[config.mk]
export PLATFORM = sky130hd
export DESIGN_NAME = pt_sensor_moving_average
export DESIGN_NICKNAME = d
export VERILOG_FILES = /design/src/rtl/core/psma_pkg.sv /design/src/rtl/core/pt_sensor_moving_average.sv /design/src/rtl/core/psma_sdiv.sv /design/src/rtl/core/psma_ring.sv
export SDC_FILE = /design/constraint.sdc
export NUM_CORES = 2
export LEC_CHECK = 0
export BUFFER_PORTS_ARGS = -buffer_cell sky130_fd_sc_hd__buf_2
export CELL_PAD_IN_SITES_DETAIL_PLACEMENT = 1
export CELL_PAD_IN_SITES_GLOBAL_PLACEMENT = 2
export CORE_ASPECT_RATIO = 1.1
export CORE_UTILIZATION = 47
export DETAILED_ROUTE_END_ITERATION = 10
export PLACE_DENSITY = 0.95
export SLEW_MARGIN = 20
export SYNTH_ARGS = -nofsm -noshare
export SYNTH_HDL_FRONTEND = slang
export SYNTH_SLANG_ARGS = --single-unit
[constraint.sdc]
create_clock -name i_clk -period 12 [get_ports i_clk]
set_input_delay 1.2 -clock i_clk [delete_from_list [all_inputs] [get_ports i_clk]]
set_output_delay 1.2 -clock i_clk [all_outputs]
set_load 0.02 [all_outputs]
[src/rtl/core/psma_pkg.sv]
package psma_pkg;

    localparam int SAMPLE_W = 25;
    localparam int NUM_W    = 47;
    localparam int P_QW     = 24;

    typedef logic signed [SAMPLE_W-1:0] t_sample;
    typedef logic signed [NUM_W-1:0]    t_num;
    typedef logic [1:0]                 t_status;

    localparam t_status ST_OK          = 2'd0;
    localparam t_status ST_ZERO_SUPPLY = 2'd1;
    localparam t_status ST_CLIPPED     = 2'd2;

    localparam t_num K_P_GAIN   = 47'sd2468000;
    localparam t_num K_P_OFFSET = 47'sd98720;

    localparam logic signed [25:0] K_T_OFFSET = 26'sd273150;
    localparam logic signed [25:0] T_LOW      = -26'sd10273150;
    localparam logic signed [25:0] T_HIGH     = 26'sd9726850;

    localparam t_sample          P_FULL     = 25'sd10000000;
    localparam t_sample          P_FULL_NEG = -25'sd10000000;
    localparam logic [P_QW-1:0]  P_FULL_MAG = 24'd10000000;

    typedef struct packed {
        logic rd;
        logic wr;
        logic drop;
    } t_ring_ctl;

endpackage

[src/rtl/core/pt_sensor_moving_average.sv]
// Pressure/temperature sensor conversion with a boxcar moving average.
// Input channel (i_in_valid / o_in_stall) carries one transaction of three
// signed microvolt samples: supply, temperature sensor, pressure sensor.
// Output channel (o_out_valid / i_out_stall) returns one transaction per
// input: mean temperature (milli-degrees C), mean pressure (thousandths of
// a millibar) and a status code (ok, zero supply, pressure clipped).
// One transaction is processed at a time: the block takes no new input
// until the result of the last one is in the output register. Processing
// runs through bit-serial dividers, one quotient bit per cycle: 24 bits
// for the pressure ratio, then SUMW bits for both means in parallel, where
// SUMW = 25 + clog2(WINDOW_DEPTH).
// Reset empties the window: the first means cover only the samples seen
// so far, until WINDOW_DEPTH samples have arrived.
// A finished result waits in the output register while i_out_stall is high;
// the next input is accepted and processed meanwhile, and its result is
// held in the last step until the output register is free.
module pt_sensor_moving_average #(
    parameter int WINDOW_DEPTH = 8
) (
    input  logic               i_clk,
    input  logic               i_rst_n,
    input  logic               i_in_valid,
    output logic               o_in_stall,
    input  psma_pkg::t_sample  i_supply_uv,
    input  psma_pkg::t_sample  i_temp_sense_uv,
    input  psma_pkg::t_sample  i_pressure_sense_uv,
    output logic               o_out_valid,
    input  logic               i_out_stall,
    output psma_pkg::t_sample  o_avg_temp_mc,
    output psma_pkg::t_sample  o_avg_pressure_mmbar,
    output psma_pkg::t_status  o_status
);
    import psma_pkg::*;

    localparam int AW   = (WINDOW_DEPTH > 1) ? $clog2(WINDOW_DEPTH) : 1;
    localparam int CW   = $clog2(WINDOW_DEPTH + 1);
    localparam int SUMW = SAMPLE_W + $clog2(WINDOW_DEPTH);

    typedef enum logic [3:0] {
        S_IDLE,
        S_MUL,
        S_ADD,
        S_ABS,
        S_PSTART,
        S_PDIV,
        S_RWR,
        S_MSTART,
        S_MDIV,
        S_DONE
    } t_state;

    t_state  r_state;
    t_state  n_state;
    logic    r_out_valid;
    t_sample r_avg_temp;
    t_sample r_avg_pres;
    t_status r_status;
    logic [AW-1:0] r_slot;
    logic [CW-1:0] r_fill;

    t_sample        r_s;
    t_sample        r_pv;
    t_sample        r_t;
    t_num           r_pa;
    t_num           r_pb;
    t_num           r_num;
    logic [NUM_W-2:0]    r_num_mag;
    logic [SAMPLE_W-1:0] r_s_mag;
    logic           r_p_neg;
    logic           r_povf;
    t_sample        r_p;
    t_status        r_pstat;
    logic           r_tneg;
    logic           r_pmneg;

    logic signed [25:0] w_tdiff;
    t_sample            w_tclamp;
    logic               w_pdone;
    logic [P_QW-1:0]    w_pquo;
    logic               w_pclip;
    logic [P_QW-1:0]    w_pmag;
    logic [SAMPLE_W-1:0] w_pmag_x;
    t_sample            w_pval;
    logic               w_szero;
    logic               w_load;

    t_ring_ctl              w_ring_ctl;
    logic signed [SUMW-1:0] w_tsum;
    logic signed [SUMW-1:0] w_psum;
    logic [SUMW-1:0]        w_tsum_mag;
    logic [SUMW-1:0]        w_psum_mag;
    logic                   w_tdone;
    logic                   w_pmdone;
    logic [SUMW-1:0]        w_tquo;
    logic [SUMW-1:0]        w_pmquo;

    assign w_tdiff  = 26'(i_temp_sense_uv) - K_T_OFFSET;
    assign w_tclamp = (w_tdiff < T_LOW)  ? t_sample'(T_LOW)  :
                      (w_tdiff > T_HIGH) ? t_sample'(T_HIGH) : t_sample'(w_tdiff);

    psma_sdiv #(
        .QW (P_QW),
        .DW (SAMPLE_W)
    ) u_pdiv (
        .i_clk   (i_clk),
        .i_rst_n (i_rst_n),
        .i_start (r_state == S_PSTART),
        .i_hi    ({3'b000, r_num_mag[NUM_W-2:P_QW]}),
        .i_lo    (r_num_mag[P_QW-1:0]),
        .i_den   (r_s_mag),
        .o_done  (w_pdone),
        .o_quo   (w_pquo)
    );

    assign w_szero  = (r_s == '0);
    assign w_pclip  = r_povf || (w_pquo > P_FULL_MAG);
    assign w_pmag   = w_pclip ? P_FULL_MAG : w_pquo;
    assign w_pmag_x = {1'b0, w_pmag};
    assign w_pval   = r_p_neg ? t_sample'(~w_pmag_x + 25'd1) : t_sample'(w_pmag_x);

    assign w_ring_ctl.rd   = (r_state == S_ABS);
    assign w_ring_ctl.wr   = (r_state == S_RWR);
    assign w_ring_ctl.drop = (r_fill == CW'(WINDOW_DEPTH));

    psma_ring #(
        .DEPTH (WINDOW_DEPTH),
        .AW    (AW),
        .SUMW  (SUMW)
    ) u_tring (
        .i_clk   (i_clk),
        .i_rst_n (i_rst_n),
        .i_ctl   (w_ring_ctl),
        .i_slot  (r_slot),
        .i_data  (r_t),
        .o_sum   (w_tsum)
    );

    psma_ring #(
        .DEPTH (WINDOW_DEPTH),
        .AW    (AW),
        .SUMW  (SUMW)
    ) u_pring (
        .i_clk   (i_clk),
        .i_rst_n (i_rst_n),
        .i_ctl   (w_ring_ctl),
        .i_slot  (r_slot),
        .i_data  (r_p),
        .o_sum   (w_psum)
    );

    assign w_tsum_mag = w_tsum[SUMW-1] ? SUMW'(-w_tsum) : SUMW'(w_tsum);
    assign w_psum_mag = w_psum[SUMW-1] ? SUMW'(-w_psum) : SUMW'(w_psum);

    psma_sdiv #(
        .QW (SUMW),
        .DW (CW)
    ) u_tmdiv (
        .i_clk   (i_clk),
        .i_rst_n (i_rst_n),
        .i_start (r_state == S_MSTART),
        .i_hi    ('0),
        .i_lo    (w_tsum_mag),
        .i_den   (r_fill),
        .o_done  (w_tdone),
        .o_quo   (w_tquo)
    );

    psma_sdiv #(
        .QW (SUMW),
        .DW (CW)
    ) u_pmdiv (
        .i_clk   (i_clk),
        .i_rst_n (i_rst_n),
        .i_start (r_state == S_MSTART),
        .i_hi    ('0),
        .i_lo    (w_psum_mag),
        .i_den   (r_fill),
        .o_done  (w_pmdone),
        .o_quo   (w_pmquo)
    );

    assign w_load = (r_state == S_DONE) && (!r_out_valid || !i_out_stall);

    always_comb begin
        n_state = r_state;
        unique case (r_state)
            S_IDLE:   if (i_in_valid) n_state = S_MUL;
            S_MUL:    n_state = S_ADD;
            S_ADD:    n_state = S_ABS;
            S_ABS:    n_state = S_PSTART;
            S_PSTART: n_state = S_PDIV;
            S_PDIV:   if (w_pdone) n_state = S_RWR;
            S_RWR:    n_state = S_MSTART;
            S_MSTART: n_state = S_MDIV;
            S_MDIV:   if (w_tdone && w_pmdone) n_state = S_DONE;
            S_DONE:   if (w_load) n_state = S_IDLE;
            default:  n_state = S_IDLE;
        endcase
    end

    always_ff @(posedge i_clk) begin
        if (!i_rst_n) begin
            r_state     <= S_IDLE;
            r_out_valid <= 1'b0;
            r_slot      <= '0;
            r_fill      <= '0;
        end else begin
            r_state <= n_state;
            if (r_state == S_RWR) begin
                if (!w_ring_ctl.drop) begin
                    r_fill <= r_fill + CW'(1);
                end
                r_slot <= (r_slot == AW'(WINDOW_DEPTH - 1)) ? '0 : r_slot + AW'(1);
            end
            if (w_load) begin
                r_out_valid <= 1'b1;
                r_avg_temp  <= r_tneg  ? t_sample'(~w_tquo[SAMPLE_W-1:0] + 25'd1)
                                       : t_sample'(w_tquo[SAMPLE_W-1:0]);
                r_avg_pres  <= r_pmneg ? t_sample'(~w_pmquo[SAMPLE_W-1:0] + 25'd1)
                                       : t_sample'(w_pmquo[SAMPLE_W-1:0]);
                r_status    <= r_pstat;
            end else if (!i_out_stall) begin
                r_out_valid <= 1'b0;
            end
        end
    end

    always_ff @(posedge i_clk) begin
        if (r_state == S_IDLE && i_in_valid) begin
            r_s  <= i_supply_uv;
            r_pv <= i_pressure_sense_uv;
            r_t  <= w_tclamp;
        end
        if (r_state == S_MUL) begin
            r_pa <= t_num'(r_pv) * K_P_GAIN;
            r_pb <= t_num'(r_s) * K_P_OFFSET;
        end
        if (r_state == S_ADD) begin
            r_num <= r_pa + r_pb;
        end
        if (r_state == S_ABS) begin
            r_num_mag <= r_num[NUM_W-1] ? (NUM_W-1)'(-r_num) : (NUM_W-1)'(r_num);
            r_s_mag   <= r_s[SAMPLE_W-1] ? SAMPLE_W'(-r_s) : SAMPLE_W'(r_s);
            r_p_neg   <= r_num[NUM_W-1] ^ r_s[SAMPLE_W-1];
        end
        if (r_state == S_PSTART) begin
            r_povf <= ({3'b000, r_num_mag[NUM_W-2:P_QW]} >= r_s_mag);
        end
        if (r_state == S_PDIV && w_pdone) begin
            r_p     <= w_szero ? P_FULL : w_pval;
            r_pstat <= w_szero ? ST_ZERO_SUPPLY : (w_pclip ? ST_CLIPPED : ST_OK);
        end
        if (r_state == S_MSTART) begin
            r_tneg  <= w_tsum[SUMW-1];
            r_pmneg <= w_psum[SUMW-1];
        end
    end

    assign o_in_stall           = (r_state != S_IDLE);
    assign o_out_valid          = r_out_valid;
    assign o_avg_temp_mc        = r_avg_temp;
    assign o_avg_pressure_mmbar = r_avg_pres;
    assign o_status             = r_status;

    a_fill_bound: assert property (@(posedge i_clk) disable iff (!i_rst_n)
        r_fill <= CW'(WINDOW_DEPTH))
        else $error("fill count beyond window depth");

    a_warmup_slot: assert property (@(posedge i_clk) disable iff (!i_rst_n)
        (r_fill != CW'(WINDOW_DEPTH)) |-> (r_slot == AW'(r_fill)))
        else $error("write slot out of step with fill count during warm-up");

    a_status_code: assert property (@(posedge i_clk) disable iff (!i_rst_n)
        o_out_valid |-> (o_status == ST_OK || o_status == ST_ZERO_SUPPLY ||
                         o_status == ST_CLIPPED))
        else $error("invalid status code on output");

    a_pres_range: assert property (@(posedge i_clk) disable iff (!i_rst_n)
        o_out_valid |-> (o_avg_pressure_mmbar <= P_FULL &&
                         o_avg_pressure_mmbar >= P_FULL_NEG))
        else $error("mean pressure outside full scale");

endmodule

[src/rtl/core/psma_sdiv.sv]
module psma_sdiv #(
    parameter int QW = 24,
    parameter int DW = 25
) (
    input  logic          i_clk,
    input  logic          i_rst_n,
    input  logic          i_start,
    input  logic [DW-1:0] i_hi,
    input  logic [QW-1:0] i_lo,
    input  logic [DW-1:0] i_den,
    output logic          o_done,
    output logic [QW-1:0] o_quo
);
    localparam int CNTW = $clog2(QW + 1);

    logic            r_busy;
    logic            r_done;
    logic [CNTW-1:0] r_cnt;
    logic [DW-1:0]   r_rem;
    logic [QW-1:0]   r_sh;
    logic [DW-1:0]   r_den;

    logic [DW:0]     w_trial;
    logic [DW+1:0]   w_diff;
    logic            w_ge;
    logic [DW-1:0]   n_rem;

    assign w_trial = {r_rem, r_sh[QW-1]};
    assign w_diff  = {1'b0, w_trial} - {2'b00, r_den};
    assign w_ge    = !w_diff[DW+1];
    assign n_rem   = w_ge ? w_diff[DW-1:0] : w_trial[DW-1:0];

    always_ff @(posedge i_clk) begin
        if (!i_rst_n) begin
            r_busy <= 1'b0;
            r_done <= 1'b0;
            r_cnt  <= '0;
        end else begin
            r_done <= !i_start && r_busy && (r_cnt == CNTW'(1));
            if (i_start) begin
                r_busy <= 1'b1;
                r_cnt  <= CNTW'(QW);
            end else if (r_busy) begin
                r_cnt <= r_cnt - CNTW'(1);
                if (r_cnt == CNTW'(1)) begin
                    r_busy <= 1'b0;
                end
            end
        end
    end

    always_ff @(posedge i_clk) begin
        if (i_start) begin
            r_rem <= i_hi;
            r_sh  <= i_lo;
            r_den <= i_den;
        end else if (r_busy) begin
            r_rem <= n_rem;
            r_sh  <= {r_sh[QW-2:0], w_ge};
        end
    end

    assign o_done = r_done;
    assign o_quo  = r_sh;

endmodule

[src/rtl/core/psma_ring.sv]
module psma_ring #(
    parameter int DEPTH = 8,
    parameter int AW    = 3,
    parameter int SUMW  = 28
) (
    input  logic                     i_clk,
    input  logic                     i_rst_n,
    input  psma_pkg::t_ring_ctl      i_ctl,
    input  logic [AW-1:0]            i_slot,
    input  psma_pkg::t_sample        i_data,
    output logic signed [SUMW-1:0]   o_sum
);
    import psma_pkg::*;

    t_sample                r_mem [DEPTH];
    t_sample                r_old;
    logic signed [SUMW-1:0] r_sum;
    logic signed [SUMW-1:0] w_drop_val;
    logic signed [SUMW-1:0] n_sum;

    always_ff @(posedge i_clk) begin
        if (i_ctl.rd) begin
            r_old <= r_mem[i_slot];
        end
        if (i_ctl.wr) begin
            r_mem[i_slot] <= i_data;
        end
    end

    assign w_drop_val = i_ctl.drop ? SUMW'(r_old) : '0;
    assign n_sum      = r_sum - w_drop_val + SUMW'(i_data);

    always_ff @(posedge i_clk) begin
        if (!i_rst_n) begin
            r_sum <= '0;
        end else if (i_ctl.wr) begin
            r_sum <= n_sum;
        end
    end

    assign o_sum = r_sum;

endmodule

# Word-level counts from Yosys, hierarchy flattened
# Memory sizes are Yosys's and may differ from the RTL's. A register that Yosys moved wholly into a read port is not among the register bits.
# Cells that the tools add are included.
dict set report word_totals {
  register_bits 591
  latch_bits 0
  mem_bits_rw 400
  mem_bits_ro 0
  in_bits 79
  n_memories 2
}
# name depth width read_ports rd_ports_with_merged_regs write_ports line_no
set memory_table {}
lappend memory_table {u_pring.r_mem 8 25 1 1 1 psma_ring.sv:15} ;# t_sample r_mem [DEPTH];
lappend memory_table {u_tring.r_mem 8 25 1 1 1 psma_ring.sv:15}
dict set report classes {
  add_sub_neg 21
  mul 2
  n_div 0
  order_cmp 4
  n_eq_ne 19
  n_shift 0
  muxes 48
  n_bitwise 7
  n_reduce_logical 32
}
# operator n
set ops {}
lappend ops {{two-way mux 28 bit} 8}
lappend ops {{two-way mux 24 bit} 5}
lappend ops {{two-way mux 25 bit} 4}
lappend ops {{adder 25 x 1 -> 25 bit (second input constant)} 3}
lappend ops {{adder 28 x 25 -> 28 bit} 2}
lappend ops {{negator 28 bit} 2}
lappend ops {{subtractor 28 bit} 2}
lappend ops {{inverter 25 bit} 2}
lappend ops {{adder 47 bit} 1}
lappend ops {{two-way mux 46 bit} 1}
lappend ops {{negator 46 bit} 1}
lappend ops {{two-way mux 22 bit} 2}
lappend ops {{multiplier 25 x 18 -> 42 bit (second input constant)} 1}
lappend ops {{one-hot mux 4 bit (10 select lines)} 1}
lappend ops {{multiplier 25 x 13 -> 38 bit (second input constant)} 1}
lappend ops {{two-way mux 5 bit} 6}
lappend ops {{subtractor 26 x 25 -> 27 bit} 1}
lappend ops {{> comparator 26 x 25 -> 1 bit (second input constant)} 1}
lappend ops {{less-than comparator 26 x 25 -> 1 bit (second input constant)} 1}
lappend ops {{subtractor 25 x 20 -> 26 bit (second input constant)} 1}
lappend ops {{greater-or-equal comparator 22 x 25 -> 1 bit} 1}
lappend ops {{logical NOT 25 bit} 1}
lappend ops {{negator 25 bit} 1}
lappend ops {{inverter 24 -> 25 bit} 1}
lappend ops {{other kinds (28)} 83}

# Depth between registers and ports, before layout
dict set report logic_depth {
  depth_word 6
  mapped_depth 21
  mapped_depth_nobuf 21
}

# Hierarchy
# From an unflattened synthesis, not the netlist that was laid out.
dict set report unflattened {
  hier_cells 5605
  hier_area_um2 64800.9
}
# mod n_inst cells_each area_per_inst_um2 seq_area_each_um2
set modules_own_cells {}
lappend modules_own_cells {pt_sensor_moving_average 1 3103 31983.2 10630.2}
lappend modules_own_cells {{psma_ring at u_tring} 1 913 12020.3 7317.0}
lappend modules_own_cells {{psma_ring at u_pring} 1 901 11946.5 7317.0}
lappend modules_own_cells {{psma_sdiv at u_pdiv} 1 406 4862.2 2362.3}
lappend modules_own_cells {{psma_sdiv at u_pmdiv ...} 2 141 1994.4 1221.2}

# Worst setup path before layout
# OpenSTA, ideal clock, no wires.
dict set report synth_path {
  path_type {reg2reg}
  startpoint {register r_state[0]}
  endpoint {register r_pa[10], enable pin}
  setup_time_ps 616
  arrival_ps 6112
  t_required_ps 11384
  setup_slack_ps 5272
  path_stages_with_launch 4
  period_less_slack_ps 6728
  path_cell_list {dfxtp_1 > clkbuf_1 > nand2b_1 > nor3_1}
}
dict set report synth_between {
  elab_chain_len 1
}
# item line_no
set synth_rtl {}
lappend synth_rtl {{start: declaration} pt_sensor_moving_average.sv:52} ;# t_state r_state;
lappend synth_rtl {{start signal: assignment} pt_sensor_moving_average.sv:208} ;# r_state <= n_state;
lappend synth_rtl {{equality test 4 x 1 -> 1 bit} pt_sensor_moving_average.sv:234} ;# if (r_state == S_MUL) begin
lappend synth_rtl {{end signal: assignment} pt_sensor_moving_average.sv:235} ;# r_pa <= t_num'(r_pv) * K_P_GAIN;
lappend synth_rtl {{end: declaration} pt_sensor_moving_average.sv:64} ;# t_num r_pa;
# Every way passes these cells.
# A chain may end at the register's enable or synchronous reset.

# Final worst setup path
dict set report layout_path {
  startpoint {register r_pv[6]}
  endpoint {register r_pa[46], data pin}
}
dict set report layout_between {
  elab_chain_len 1
}
# item line_no
set layout_rtl {}
lappend layout_rtl {{start: declaration} pt_sensor_moving_average.sv:62} ;# t_sample r_pv;
lappend layout_rtl {{start signal: assignment} pt_sensor_moving_average.sv:231} ;# r_pv <= i_pressure_sense_uv;
lappend layout_rtl {{multiplier 25 x 18 -> 42 bit} pt_sensor_moving_average.sv:235}
# Every way passes these cells.

==> impl_metrics.ini <==
[detailed_routing]
drc = 0
drt_pass1_iterations = 6
routedWlPerCell_um = 21.3
viasPerCell = 5.60
drt_iter0_drc = 2620
routed_wl_mm = 159
num_vias = 41795
final_antenna_net_count = 0

[worst_setup_path]
cp_slowest_stage_delay_ns = 0.57
crit_path_end_kind = flip-flop
regToRegSetupSlack_ns = 5.31
cp.arrival_ns = 7.16
rr_endpoint = r_pa[46]
reg2regPathDepth = 21
cp_max_fo = 6
cp_slowest_cell = o41ai_1
critical_path.cell_chain = ha_1 -> ha_1 -> inv_1 -> fa_1 -> fa_1 -> inv_1 -> fa_1 -> inv_1 -> fa_1 -> inv_1 -> ha_1 -> a211o_1 -> a21oi_1 -> o21ai_0 -> o211ai_1 -> o21ai_0 -> o41ai_1 -> o41ai_1 -> a21oi_1 -> mux2i_1 -> nand4_1
required_ns = 12.47
worst_setup_path_start_kind = flip-flop
path_class = reg2reg
reg2reg_from = r_pv[6]

[sta]
worst_slew_pin_slew_ns = 1.04
rsz0062_at_grt = false
tns_ns = 0
drv_slew = 0
fmax_mhz = 149
period_needed_ns = 6.69
hold_viol = 0
fin_crit_sh_pct = 55.7
skew_ns = 0.0300
relSlewSlack_pct = 30.9
setup_violations = 0

[synth]
synth_edf_count = 927
ys_seq_elements = 1027
syn_area_per_cell_um2 = 11.3
ys_types = 87
syn_nets = 6348
synth_area_um2 = 62000
ys_warn_count = 0
synth_ff_type = edfxtp_1
synth_top_area_cell = edfxtp_1
synth_top_area_share_pct = 44.9
synth_cells = 5476
ys_async_sr_fraction_pct = 0
yosysSeqAreaShare_pct = 48.1
synth_area_leaders = edfxtp_1 (45%), ha_1 (11%), fa_1 (8.3%)

[placement]
placed_area_um2 = 64700
place_inst = 7254
place.port_buffers = 132
dp_hpwl_mm = 115
gp_congestion = 0.862

[cts]
htreeDepth = 3
cts_tree = built
cts_resized = 0
clockBufferDepth = 3
cts_root_buf = clkbuf_16
numCtsBuffers = 109
clock_latency_ns = 0.74
postCtsSetupRepairBufs = 0
holdBufCountCts = 0
clk_pin_slew_ns = 0.06
clock_sinks = 1027

[global_routing]
grt_overflow = 0
grt_max_degree = 76
met3_usage_pct = 3.18
busiest_layer = met2
use_met1_pct = 27.6
use_met2_pct = 44.4
grt_pass1_wl_mm = 251
grt_pass1_vias = 45419
grt_usage_pct = 24.0
antenna_found_initial = 3

[pwr]
power.internal_w = 0.0101
clkPwrFrac_pct = 21.3
power.switching_w = 0.00639
power.density_nw_per_um2 = 241
combPwrFrac_pct = 49.2
p_seq_share_pct = 29.5
vdd_drop_max_uv = 349
power_leakage_nw = 27.6
swShare_pct = 38.8

[layout]
fin_cells = 7459
drive_gt1_share_pct = 7.23
fin_util_pct = 52.3
syn2layout_area_growth_pct = 10.3
fill_cells = 13834
finalInstanceArea_um2 = 68400
mostFrequentLayoutCell = edfxtp_1
layout_common_cells = edfxtp_1 (927), inv_1 (778), ha_1 (535)
final_nets = 6475

[floorplan]
initial_core_util_pct = 47.4
rows = 139
die_x_um = 348
ios = 133
die_h_um = 383
placeableCoreArea_um2 = 131000
dieArea_um2 = 133000

[min_path]
hold_end = o_status[1]
min-delay-start = r_pstat[1]
hold_depth = 0
hold_class = reg2reg

[status]
outcome = finished clean

[flow_run]
cap_violations = 0
critical path, delay by kind of cell (launching register included):
kind,cells,cell delay [ns]
adder cells (fa/ha/maj),7,3.11
AND/OR/NAND/NOR,1,0.09
AO/OA/AOI/OAI,8,2.23
buffers and inverters,4,0.22
multiplexers,1,0.23
flip-flops,1,0.53
power by group through the flow:
stage | clock [W] | sequential, W | combinational [W]
detailed placement | 0 | 0.00493 | 0.00817
global placement | 0 | 0.00492 | 0.00788
floorplan | 0 | 0.00483 | 0.00616
global route | 0.00368 | 0.00488 | 0.00922
finish | 0.00352 | 0.00486 | 0.00811
CTS | 0.00358 | 0.00486 | 0.00825
per-stage QoR:
stage                     worst slack (ns)  hold WS, ns  power [W]
after floorplan                       5.27        0.400     0.0110
after global placement                5.45        0.408     0.0128
after detailed placement              5.32        0.425     0.0131
after CTS                             5.26        0.440     0.0167
after global routing                  4.88        0.445     0.0178
final                                 5.31        0.435     0.0165
state kept, by name, indices dropped and copies added, names as in the netlist, 25 cells and up:
name / cells
o_avg_pressure_mmbar: 25
o_avg_temp_mc: 25
r_num: 42
r_num_mag: 41
r_p: 25
r_pa: 42
r_pb: 38
r_pv: 25
r_s: 25
r_s_mag: 25
r_t: 25
u_pdiv.r_den: 25
u_pdiv.r_rem: 25
u_pmdiv.o_quo: 28
u_pring.o_sum: 28
u_pring.r_mem: 200
u_pring.r_old: 25
u_tmdiv.o_quo: 28
u_tring.o_sum: 28
u_tring.r_mem: 200
u_tring.r_old: 25
synth_stat cells, drive strengths merged, types with 87 or more instances:
cell / count
edfxtp: 927
inv: 779
nand2: 425
dfxtp: 100
clkbuf: 140
ha: 535
nor2: 233
a21o: 99
xnor2: 297
a21oi: 228
a22oi: 205
o21ai: 228
fa: 258
xor2: 87
cell families (layout without fill, tap and decap cells):
| family | Yosys count | in the layout | share of synthesized area [%] |
|---|---|---|---|
| multiplexers | 23 | 23 | 0.373 |
| flip-flops | 1027 | 1027 | 48.1 |
| other | 0 | 2 | 0 |
| buffers and inverters | 935 | 1154 | 5.67 |
| AO/OA/AOI/OAI | 1099 | 1099 | 11.7 |
| XOR/XNOR | 384 | 384 | 5.42 |
| AND/OR/NAND/NOR | 1215 | 1215 | 9.57 |
| adder cells (fa/ha/maj) | 793 | 793 | 19.1 |
how the worst max path moves through the flow:
stage                from  endpoint  slack, ns  depth (start not counted)
3_3_place_gp      r_pv[6]  r_pa[43]       5.45                         21
2_1_floorplan  r_state[0]  r_pa[10]       5.27                          3
3_5_place_dp      r_pv[6]  r_pa[46]       5.32                         21
4_1_cts           r_pv[6]  r_pa[46]       5.26                         21
6_report          r_pv[6]  r_pa[46]       5.31                         21
5_1_grt           r_pv[6]  r_pa[44]       4.88                         21
per-layer routing:
layer  share of wire, %  wire length [µm]
met1                 39             62500
met2                 52             83000
met3                4.2              6680
met4                4.2              6710
met5              0.011                17
final cells by class:
class                      instances  area, µm²  share of cell area (%)
antenna                            2       5.00                 0.00731
clock buffer                     124       2790                    4.08
clock inverter                    79        902                    1.32
inverter                         782       2940                    4.29
multi-input combinational       3514      28800                    42.1
sequential                      1027      29800                    43.6
tap                             1762       2200                    3.22
timing repair buffer             169        938                    1.37
Power figures use the tool's default switching activity.
